File: src/rtl/sbmq_pkg.sv
// shared types, constants and helper functions of the shared-buffer multi-queue
package sbmq_pkg;

  localparam int CAPACITY   = 16;
  localparam int QUEUES     = 4;
  localparam int DATA_WIDTH = 32;

  localparam int OUT_W  = 32;
  localparam int QID_W  = 2;
  localparam int SLOT_W = $clog2(CAPACITY);
  localparam int PTR_W  = $clog2(CAPACITY + 1);
  localparam int QIDX_W = (QUEUES > 1) ? $clog2(QUEUES) : 1;

  typedef logic [PTR_W-1:0]      ptr_t;
  typedef logic [SLOT_W-1:0]     slot_t;
  typedef logic [DATA_WIDTH-1:0] data_t;

  localparam ptr_t NULL_PTR = ptr_t'(CAPACITY);

  localparam logic CMD_ENQ = 1'b0;
  localparam logic CMD_DEQ = 1'b1;

  localparam logic [1:0] STATUS_OK    = 2'd0;
  localparam logic [1:0] STATUS_FULL  = 2'd1;
  localparam logic [1:0] STATUS_EMPTY = 2'd2;

  typedef struct packed {
    logic  rd_en;
    slot_t rd_slot;
    logic  lk_we;
    slot_t lk_waddr;
    ptr_t  lk_wdata;
    logic  pl_we;
    slot_t pl_waddr;
    data_t pl_wdata;
  } store_req_t;

  typedef struct packed {
    ptr_t  link;
    data_t data;
  } store_rsp_t;

  function automatic logic is_slot(input ptr_t p);
    return p < NULL_PTR;
  endfunction

  // after reset slot i links to i+1, the last one to null
  function automatic ptr_t link_reset(input slot_t idx);
    return ptr_t'(idx) + ptr_t'(1);
  endfunction

  function automatic logic [OUT_W-1:0] widen_data(input data_t v);
    logic signed [63:0] w;
    w = 64'(signed'(v));
    return w[OUT_W-1:0];
  endfunction

  // queue id folded onto the queues present
  function automatic logic [QIDX_W-1:0] queue_index(input logic [QID_W-1:0] id);
    logic [QID_W:0] v;
    v = {1'b0, id};
    for (int i = 0; i < (1 << QID_W) - 1; i++) begin
      if (int'(v) >= QUEUES) begin
        v = (QID_W + 1)'(int'(v) - QUEUES);
      end
    end
    return QIDX_W'(v);
  endfunction

endpackage

File: src/rtl/sbmq_store.sv
// link and payload memories of the slot store, registered reads
module sbmq_store import sbmq_pkg::*; (
  input  logic       clk,
  input  logic       rst,
  input  store_req_t req,
  output store_rsp_t rsp
);

  ptr_t  link_mem [CAPACITY];
  data_t pl_mem   [CAPACITY];
  logic [CAPACITY-1:0] link_vld;

  ptr_t  link_q;
  logic  link_vld_q;
  slot_t link_idx_q;
  data_t pl_q;

  always_ff @(posedge clk) begin
    if (req.lk_we) begin
      link_mem[req.lk_waddr] <= req.lk_wdata;
    end
    if (req.pl_we) begin
      pl_mem[req.pl_waddr] <= req.pl_wdata;
    end
    if (req.rd_en) begin
      link_q     <= link_mem[req.rd_slot];
      link_vld_q <= link_vld[req.rd_slot];
      link_idx_q <= req.rd_slot;
      pl_q       <= pl_mem[req.rd_slot];
    end
  end

  // unwritten link entries read as their reset chain value
  always_ff @(posedge clk) begin
    if (rst) begin
      link_vld <= '0;
    end else if (req.lk_we) begin
      link_vld[req.lk_waddr] <= 1'b1;
    end
  end

  assign rsp.link = link_vld_q ? link_q : link_reset(link_idx_q);
  assign rsp.data = pl_q;

`ifndef SYNTHESIS
  a_no_link_overlap: assert property (@(posedge clk) disable iff (rst)
    (req.rd_en && req.lk_we) |-> (req.lk_waddr != req.rd_slot))
    else $error("link read and write hit the same slot");
`endif

endmodule

File: src/rtl/shared_buffer_multi_queue.sv
// Several FIFO queues sharing one slot store through linked lists and a free list.
// A command has an accept cycle and a completion step: in the accept cycle the head or
// free-list slot is looked up, its link and payload entries are read from the store
// memories, and an enqueue writes its payload and tail link; in the completion step the
// link read comes back and the free-list head, queue head and returned-slot link are
// written. The block takes a new command only once the previous one has completed, so
// commands do not overlap; the completion step waits only while the output register still
// holds an untaken result. No clearing pass is needed after reset: the link store keeps
// a valid bit per slot and unwritten slots read as the initial free-list chain.
module shared_buffer_multi_queue import sbmq_pkg::*; (
  input  logic                    clk,
  input  logic                    rst,
  input  logic                    in_valid,
  output logic                    in_stall,
  input  logic                    command,
  input  logic [QID_W-1:0]        queue_id,
  input  logic signed [OUT_W-1:0] data_in,
  output logic                    out_valid,
  input  logic                    out_stall,
  output logic signed [OUT_W-1:0] data_out,
  output logic [1:0]              status
);

  localparam logic S_IDLE = 1'b0;
  localparam logic S_BUSY = 1'b1;

  logic state;
  logic cmd_r;
  logic [QIDX_W-1:0] q_r;
  slot_t slot_r;
  logic ok_r;
  logic tail_hit;

  ptr_t head_ptr [QUEUES];
  ptr_t tail_ptr [QUEUES];
  ptr_t free_head;

  store_req_t req;
  store_rsp_t rsp;

  logic accept;
  logic done;
  logic [QIDX_W-1:0] qi;
  ptr_t hq;
  ptr_t tq;
  ptr_t slot;
  logic slot_ok;

  assign in_stall = (state != S_IDLE);
  assign accept   = in_valid && !in_stall;
  assign done     = (state == S_BUSY) && (!out_valid || !out_stall);

  assign qi      = queue_index(queue_id);
  assign hq      = head_ptr[qi];
  assign tq      = tail_ptr[qi];
  assign slot    = (command == CMD_DEQ) ? hq : free_head;
  assign slot_ok = is_slot(slot);

  always_comb begin
    req          = '0;
    req.rd_en    = accept && slot_ok;
    req.rd_slot  = slot[SLOT_W-1:0];
    req.pl_we    = accept && slot_ok && (command == CMD_ENQ);
    req.pl_waddr = slot[SLOT_W-1:0];
    req.pl_wdata = data_t'(data_in);
    if (state == S_BUSY) begin
      // returned slot goes to the front of the free list
      req.lk_we    = done && ok_r && (cmd_r == CMD_DEQ);
      req.lk_waddr = slot_r;
      req.lk_wdata = free_head;
    end else begin
      // append behind the current tail
      req.lk_we    = accept && slot_ok && (command == CMD_ENQ) && is_slot(hq) && is_slot(tq);
      req.lk_waddr = tq[SLOT_W-1:0];
      req.lk_wdata = slot;
    end
  end

  sbmq_store u_store (
    .clk (clk),
    .rst (rst),
    .req (req),
    .rsp (rsp)
  );

  always_ff @(posedge clk) begin
    if (rst) begin
      state     <= S_IDLE;
      free_head <= '0;
      out_valid <= 1'b0;
      for (int i = 0; i < QUEUES; i++) begin
        head_ptr[i] <= NULL_PTR;
        tail_ptr[i] <= NULL_PTR;
      end
    end else begin
      if (accept) begin
        state <= S_BUSY;
        if (slot_ok && (command == CMD_ENQ)) begin
          if (!is_slot(hq)) begin
            head_ptr[qi] <= slot;
          end
          tail_ptr[qi] <= slot;
        end
      end else if (done) begin
        state <= S_IDLE;
        if (ok_r) begin
          if (cmd_r == CMD_ENQ) begin
            free_head <= rsp.link;
          end else begin
            // the tail slot is the last in its list, so its successor is null
            head_ptr[q_r] <= tail_hit ? NULL_PTR : rsp.link;
            free_head     <= ptr_t'(slot_r);
          end
        end
      end
      if (done) begin
        out_valid <= 1'b1;
      end else if (!out_stall) begin
        out_valid <= 1'b0;
      end
    end
  end

  always_ff @(posedge clk) begin
    if (accept) begin
      cmd_r    <= command;
      q_r      <= qi;
      slot_r   <= slot[SLOT_W-1:0];
      ok_r     <= slot_ok;
      tail_hit <= (hq == tq);
    end
    if (done) begin
      if (ok_r) begin
        status   <= STATUS_OK;
        data_out <= (cmd_r == CMD_DEQ) ? signed'(widen_data(rsp.data)) : '0;
      end else begin
        status   <= (cmd_r == CMD_DEQ) ? STATUS_EMPTY : STATUS_FULL;
        data_out <= '0;
      end
    end
  end

`ifndef SYNTHESIS
  a_free_head_range: assert property (@(posedge clk) disable iff (rst)
    free_head <= NULL_PTR)
    else $error("free list head out of range");

  a_result_from_busy: assert property (@(posedge clk) disable iff (rst)
    $rose(out_valid) |-> $past(state) == S_BUSY)
    else $error("result beat without a command in flight");

  a_busy_completes: assert property (@(posedge clk) disable iff (rst)
    (state == S_BUSY && !(out_valid && out_stall)) |=> (state == S_IDLE && out_valid))
    else $error("command did not complete with a free output register");
`endif

endmodule
File: config.mk
export PLATFORM = sky130hd
export DESIGN_NAME = shared_buffer_multi_queue
export DESIGN_NICKNAME = d
export VERILOG_FILES = /design/src/rtl/sbmq_pkg.sv /design/src/rtl/sbmq_store.sv /design/src/rtl/shared_buffer_multi_queue.sv
export SDC_FILE = /design/constraint.sdc
export NUM_CORES = 1
export LEC_CHECK = 0
export BUFFER_PORTS_ARGS = -buffer_cell sky130_fd_sc_hd__buf_2
export CAP_MARGIN = 20
export CORE_MARGIN = 3
export CORE_UTILIZATION = 40
export DETAILED_ROUTE_END_ITERATION = 10
export PLACE_DENSITY_LB_ADDON = 0.15
export SETUP_SLACK_MARGIN = 0.15
export SLEW_MARGIN = 20
export SYNTH_ARGS = -nofsm -noshare
export SYNTH_HDL_FRONTEND = slang
export SYNTH_SLANG_ARGS = --single-unit
File: constraint.sdc
create_clock -name clk -period 5.9 [get_ports clk]
set_input_delay 0.295 -clock clk [delete_from_list [all_inputs] [get_ports clk]]
set_output_delay 0.295 -clock clk [all_outputs]
set_load 0.02 [all_outputs]
==> results by group, run 1 <==
Run status
  – Result of the run: finished, final reports clean

STA
  – Number of failing setup endpoints in the final timing report: 0
  – Unrepaired setup endpoints after global routing: false
  – Final clock period utilization by the worst path: 58.2%
  – Transition time at the pin with the least slew margin: 1.10 ns
  – Setup TNS after final layout: 0 ns
  – Setup skew after layout: 0.0180 ns
  – Final number of hold-violating endpoints: 0
  – Max frequency: 0.291 GHz
  – Final Max Slew Viols: 0
  – Headroom to the max-slew limit: 26.7%
  – Clock period minus final worst setup slack: 3.43 ns

Clock tree
  – CTS tree: yes
  – Number of clock buffers inserted by TritonCTS: 80
  – Source-to-sink clock delay at the later pin of the worst-skew pair: between 0.6 and 0.7 ns
  – Count of H-tree levels built during CTS: 3
  – Number of buffers inserted to repair setup after CTS: 0
  – Root Driver: sky130_fd_sc_hd__clkbuf_16
  – CTS sink count: 740
  – Clock-pin slew reported for the worst setup and hold paths after clock tree synthesis: 0.06 ns
  – Maximum count of clock buffers along a single path: 3

Placement
  – GP Congestion: 0.791
  – Cell count after placement: about 2900
  – HPWL after detailed placement: 40300 um
  – Total of buffers placed on input and output ports: 74

Setup path
  – Levels on crit path: 5
  – Number of buffer and inverter instances along the worst setup path: 1
  – Series of cell instances along the critical path: mux4_2 -> a21boi_4 -> nand3_1 -> nor2b_4 -> buf_4
  – Library cell contributing the largest single delay on the critical path: sky130_fd_sc_hd__nor2b_4
  – Biggest cell delay along the critical path: approximately 0.96 ns
  – Critical Path End Type: flop
  – Critical path fanouts, max: 24
  – CP arrival: 3.75 ns
  – Worst setup endpoint: u_store.pl_mem[8][14]
  – Reg-to-reg startpoint: head_ptr[3][1]
  – Crit-path leading delay family: simple AND/OR/NAND/NOR gates
  – Reg2reg end: u_store.pl_mem[8][14]
  – Startpoint Class: flop
  – Required time of the critical path: 6.21 ns
  – Worst R2R Setup Slack: around 2.5 ns
  – Cell count of the worst reg-to-reg path: 5
  – Worst setup startpoint: head_ptr[3][1]
  – Type of the worst setup path: reg -> reg

Synth
  – Distinct cells, synth: 44
  – Async set or reset register ratio after synthesis: 0%
  – Nets in the synthesized netlist: 2040
  – YS warnings: 0
  – Share of Yosys cell area claimed by the top area cell type: 74.5%
  – Dominant cell type by area after synthesis: sky130_fd_sc_hd__edfxtp_1
  – Total standard cell area after synthesis: 28900 um2
  – Leading post-synthesis cells by instance count: 717 x sky130_fd_sc_hd__edfxtp_1, 438 x sky130_fd_sc_hd__nand2_1, 218 x sky130_fd_sc_hd__a21oi_1, 114 x sky130_fd_sc_hd__a32oi_1, 87 x sky130_fd_sc_hd__nor2_1
  – Sequential area share after synthesis: 76.1%
  – Leading post-synthesis cells by cell area: sky130_fd_sc_hd__edfxtp_1 74%, sky130_fd_sc_hd__nand2_1 5.7%, sky130_fd_sc_hd__a21oi_1 3.8%
  – Count of flip-flops with a built-in enable after synthesis: 717
  – Avg Synthesized Cell Area: 14.5 um2
  – Post-Synthesis Cells: 2000
  – Most repeated cell in the gate-level netlist after synthesis: sky130_fd_sc_hd__edfxtp_1
  – Most frequently used flop master after synthesis: sky130_fd_sc_hd__edfxtp_1
  – Flip-flop and latch count after synthesis: 740

Routing
  – Number of antenna-violating nets in the routed design: 0
  – Total wirelength of the detailed-routed design: 73100 um
  – Post-DR wirelength/cell: 23.8 um
  – First DRT Iteration DRCs: 1436
  – Routed via count: 17000
  – Vias per std cell: 5.55
  – Drc violations: 0
  – Drt first pass iters: 7

GRT
  – Maximum number of pins on one net before global-route repair: approximately 190
  – Total grt overflow: 0
  – Wire length of the first global-routing pass: 109000 um
  – Number of antenna violations at the first check in global routing: 3
  – Tot GR Track Use: 19.3%
  – Vias in the first global route: 16900

Cells and area
  – Layout Cells excl Fill: about 3100
  – Share of layout cells above drive strength 1: 12.9%
  – Layout-stage area growth over the synthesis result: 14.3%
  – Number of nets in the layout: 2100
  – Core Util, Final: 46.7%

Job
  – Count of max-cap constraint violations: 0

Power
  – Total leakage power: ~11 nW
  – Total chip power: 0.0118 W
  – Areal power density over the cells: 357 nW/um2
  – Peak VDD IR: 0.000215 V

Hold path
  – Path category of the worst min-delay check: in -> reg

Die
  – X dimension of the die: 275 um
  – Number of core rows: 97
  – Number of I/O pins: between 70 and 80
  – Vertical extent of the die: 275 um
  – Effective utilization at floorplan: 40.9%
  – Total Die Area: around 76000 um2
  – Total core area: 70800 um2
[logic make-up after synthesis]
group,synth area share (%)
AO/OA/AOI/OAI,9.93
XOR/XNOR,0.212
adder cells (fa/ha/maj),0.0433
buffers and inverters,2.40
flip-flops,76.1
multiplexers,2.70
AND/OR/NAND/NOR,8.65
[placed cells by master, fill, tap and decap left out, types with 3 or more instances in the layout]
cell	count
sky130_fd_sc_hd__clkinv_2	17
sky130_fd_sc_hd__nor2b_4	13
sky130_fd_sc_hd__mux2_2	7
sky130_fd_sc_hd__dfxtp_1	23
sky130_fd_sc_hd__bufinv_16	10
sky130_fd_sc_hd__xor2_1	3
sky130_fd_sc_hd__a21oi_1	217
sky130_fd_sc_hd__a221oi_1	38
sky130_fd_sc_hd__nor3_1	5
sky130_fd_sc_hd__xnor2_1	4
sky130_fd_sc_hd__mux2i_1	42
sky130_fd_sc_hd__clkinv_1	12
sky130_fd_sc_hd__a22oi_1	38
sky130_fd_sc_hd__inv_1	14
sky130_fd_sc_hd__buf_12	3
sky130_fd_sc_hd__o22a_1	6
sky130_fd_sc_hd__nand2_1	438
sky130_fd_sc_hd__clkbuf_16	81
sky130_fd_sc_hd__nand2b_1	8
sky130_fd_sc_hd__clkbuf_1	17
sky130_fd_sc_hd__buf_2	74
sky130_fd_sc_hd__nor3b_1	3
sky130_fd_sc_hd__nor2_4	4
sky130_fd_sc_hd__nor2b_1	5
sky130_fd_sc_hd__nand3_1	11
sky130_fd_sc_hd__buf_4	33
sky130_fd_sc_hd__clkinv_8	3
sky130_fd_sc_hd__nor2_1	83
sky130_fd_sc_hd__edfxtp_1	717
sky130_fd_sc_hd__a32oi_1	114
sky130_fd_sc_hd__mux4_2	10
sky130_fd_sc_hd__and3_1	33
sky130_fd_sc_hd__o21ai_0	4
[worst min-delay path by stage]
stage	depth (start not counted)	end	slack, ns	from
4_1_cts	1	u_store.pl_mem[0][6]	0.01	data_in[6]
3_3_place_gp	2	u_store.link_vld[14]	0.45	u_store.link_vld[14]
5_1_grt	1	u_store.pl_mem[10][11]	0.04	data_in[11]
3_5_place_dp	2	u_store.link_vld[5]	0.46	u_store.link_vld[5]
6_report	1	u_store.pl_mem[0][4]	0.05	data_in[4]
2_1_floorplan	0	cmd_r	0.39	command
[state kept, by name (all words and copies together) (netlist names), 2 cells and up]
signal and flops:
u_store.link_vld 16, u_store.pl_mem 512, u_store.link_mem 80, status 2, free_head 5, u_store.pl_q 32, slot_r 4, head_ptr 20
q_r 2, u_store.link_idx_q 4, data_out 32, tail_ptr 20, u_store.link_q 5
[power by group]
part | leakage [nW] | total [W] | internal [W] | switching, W
logic | 2.79 | 0.000852 | 0.000240 | 0.000612
registers | 6.73 | 0.00591 | 0.00588 | 0.0000316
clock network | 1.30 | 0.00502 | 0.00299 | 0.00203
total | 10.8 | 0.0118 | 0.00912 | 0.00267
[cell type report]
| class | count | area [um2] |
|---|---|---|
| diodes | 1 | 2.50 |
| clock buffers | 100 | 2120 |
| clock inverters | 44 | 518 |
| fillers | 6150 | 37700 |
| inverters | 15 | 63.8 |
| multi-input cells | 1109 | 6410 |
| flip-flops and latches | 740 | 22000 |
| well taps | 940 | 1180 |
| repair buffers | 114 | 753 |
[timing repair]
item	4_1_cts	5_1_grt
hold buffers	2	0
hold endpoints to repair	2	0
resized for setup	0	0
[routing by layer]
layer	global-route usage (%)	part of all wire, %	vias to the layer above
li1	-	-	7732
met1	26.6	45	8714
met2	32.2	49	453
met3	2.99	4.3	110
met4	5.06	2.3	2
met5	0	0.015	-
[stage by stage]
step	hold WS, ns	setup WS [ns]	cell area, um2
CTS	0.0122	2.46	33000
finish	0.0477	2.47	33000
detailed placement	0.461	2.10	30400
global placement	0.448	2.16	30300
global route	0.0351	2.22	33000
floorplan	0.394	1.87	28900
Note: power is estimated with default switching activity, not from simulation.
==> run 2: changes to the inputs <==
- clock period: 5.9 -> 3.5 ns (I/O delays scaled with it)
==> run 2 against run 1 <==
Against the previous run:
- clock power is 60% higher
- clock skew is 0.0056 ns higher
- non-clock buffer count is 61 higher
- first-iteration DRC count is 2.7% higher
- utilization is 0.74 points higher
- largest cell class unchanged
- highest routed layer is now met4
==> results by group, run 2 (synthesized netlist as in run 1, its figures left out) <==
Cells and area
  – Sequential cell area: 22000 um2
  – Most frequent cells in the layout: 717 x sky130_fd_sc_hd__edfxtp_1, 438 x sky130_fd_sc_hd__nand2_1, 217 x sky130_fd_sc_hd__a21oi_1
  – Number of nets in the layout: 2161
  – Layout-stage area growth over the synthesis result: 16.1%
  – Combined area of the multi-input logic cells: 6410 um2
  – Most common cell after layout, fill and taps aside: sky130_fd_sc_hd__edfxtp_1
  – Number of flip-flops under the largest register name: 512
  – Finished layout cell area: 33600 um2
  – Filler instances: 6054
  – Register with the highest flop count: u_store.pl_mem
  – Largest registers ranked by flip-flop count: u_store.pl_mem (512), u_store.link_mem (80)
  – Layout Cells excl Fill: 3124
  – Share of layout cells above drive strength 1: 13.5%

Clock tree
  – Number of clock buffers inserted by TritonCTS: 80
  – CTS tree: yes
  – Root Driver: sky130_fd_sc_hd__clkbuf_16
  – Number of buffers inserted to repair setup after CTS: 0
  – Source-to-sink clock delay at the later pin of the worst-skew pair: 0.63 ns
  – Clock-pin slew reported for the worst setup and hold paths after clock tree synthesis: 0.06 ns
  – Maximum count of clock buffers along a single path: 3
  – Count of H-tree levels built during CTS: 3
  – CTS sink count: 740
  – Post-CTS Resized: 0

STA
  – Clock period minus final worst setup slack: 3.05 ns
  – Setup skew after layout: 0.0236 ns
  – Headroom to the max-slew limit: between 10% and 20%
  – Final Max Slew Viols: 0
  – Transition time at the pin with the least slew margin: 1.25 ns
  – Number of failing setup endpoints in the final timing report: 0
  – Final hold slack: slightly below 0.09 ns
  – Unrepaired setup endpoints after global routing: false
  – Final number of hold-violating endpoints: 0
  – Max frequency: 0.328 GHz
  – Final clock period utilization by the worst path: 87.1%

GRT
  – Tot GR Track Use: 19.0%
  – Wire length of the first global-routing pass: 107000 um
  – Met1 Resource Use GR: roughly a quarter
  – Global routing usage on met3: between 2 and 3%
  – Vias in the first global route: 16800
  – Most heavily used metal layer in global routing: met2
  – Total grt overflow: 0
  – Maximum number of pins on one net before global-route repair: 217
  – Met2 routing resource usage after global routing: 30.5%
  – Number of antenna violations at the first check in global routing: 4

Job
  – Count of max-cap constraint violations: 0

Setup path
  – Crit-path leading delay family: buffers and inverters
  – Library cell contributing the largest single delay on the critical path: sky130_fd_sc_hd__mux4_2
  – Number of buffer and inverter instances along the worst setup path: 4
  – Reg-to-reg startpoint: head_ptr[3][0]
  – Startpoint Class: input pin
  – Worst setup endpoint: u_store.pl_q[23]
  – Reg2reg end: u_store.pl_q[23]
  – Required time of the critical path: 3.86 ns
  – Cell count of the worst reg-to-reg path: 8
  – Worst setup startpoint: queue_id[0]
  – Worst R2R Setup Slack: 0.45 ns
  – Type of the worst setup path: in -> reg
  – CP arrival: 3.41 ns
  – Critical path fanouts, max: 216
  – Levels on crit path: 10
  – Series of cell instances along the critical path: dlygate4sd3_1 -> buf_2 -> mux4_2 -> a21oi_4 -> inv_8 -> buf_12 -> mux2i_1 -> a221oi_1 -> a21oi_1 -> nand2_1
  – Critical Path End Type: flop
  – Biggest cell delay along the critical path: between 0.6 and 0.7 ns

Die
  – Total Die Area: 75500 um2
  – X dimension of the die: 275 um
  – Number of core rows: 97
  – Number of I/O pins: 75
  – Total core area: 70800 um2
  – Effective utilization at floorplan: 40.9%
  – Vertical extent of the die: 275 um

Power
  – Total leakage power: between 10 and 15 nW
  – Total chip power: 0.0195 W
  – Areal power density over the cells: 581 nW/um2
  – Peak VDD IR: 0.000417 V

Run status
  – Result of the run: finished, final reports clean

Routing
  – Drt first pass iters: 5
  – Drc violations: 0
  – Vias per std cell: 5.46
  – Routed via count: about 17000
  – Total wirelength of the detailed-routed design: 71900 um
  – First DRT Iteration DRCs: 1475
  – Number of antenna-violating nets in the routed design: 0
  – Post-DR wirelength/cell: 23.0 um

Placement
  – Total of buffers placed on input and output ports: 74
  – GP Congestion: 0.773
  – Cell area after placement: 30700 um2
  – Cell count after placement: 2942
  – HPWL after detailed placement: 39800 um

Hold path
  – Path category of the worst min-delay check: in -> reg
## run 2: metal layers
| layer | wire, um | up-vias | part of all wire (%) |
|---|---|---|---|
| met2 | 34100 | 449 | 47 |
| met4 | 2050 | 0 | 2.9 |
| li1 | - | 7849 | - |
| met5 | 0 | - | 0 |
| met1 | 32200 | 8650 | 45 |
| met3 | 3530 | 108 | 4.9 |
## run 2: repair_timing
item	CTS	global route
hold endpoints to repair	516	0
setup endpoints to repair	0	0
hold buffers	36	0
## run 2: area by class of cell
class                      count  area share (%)
multi-input combinational   1109            19.1
inverter                      15           0.190
sequential                   740            65.5
clock buffer                  99            6.24
tap                          940            3.51
timing repair buffer         175            4.29
antenna                        3          0.0224
clock inverter                43            1.12
## run 2: worst register-to-register path, delay by kind of cell (launching register included)
kind	cells	cell delay, ns
buf+inv	2	0.29
flops	1	0.37
simple gates	1	0.10
compound gates	3	0.76
mux	2	1.27
## run 2: stage by stage
| step | setup slack [ns] | TNS, ns | utilization (%) |
|---|---|---|---|
| finish | 0.452 | 0 | 47.4 |
| global route | 0.394 | 0 | 47.4 |
| CTS | 0.554 | 0 | 47.4 |
| detailed placement | 0.449 | 0 | 43.4 |
| global placement | 0.419 | 0 | 43.4 |
| floorplan | -0.0443 | -8.14 | - |
## run 2: power by group
part,internal (W),switching [W]
Clock,0.00463,0.00340
Sequential,0.00992,0.0000541
Combinational,0.000464,0.00103
## run 2: how the worst min path moves through the flow
stage,from,endpoint,slack (ns),depth (start not counted)
floorplan,command,cmd_r,0.27,0
global placement,u_store.link_vld[2],u_store.link_vld[2],0.45,2
detailed placement,u_store.link_vld[1],u_store.link_vld[1],0.46,2
CTS,rst,u_store.link_vld[7],0.06,2
global route,queue_id[1],q_r[1],0.09,2
finish,queue_id[1],q_r[1],0.09,2
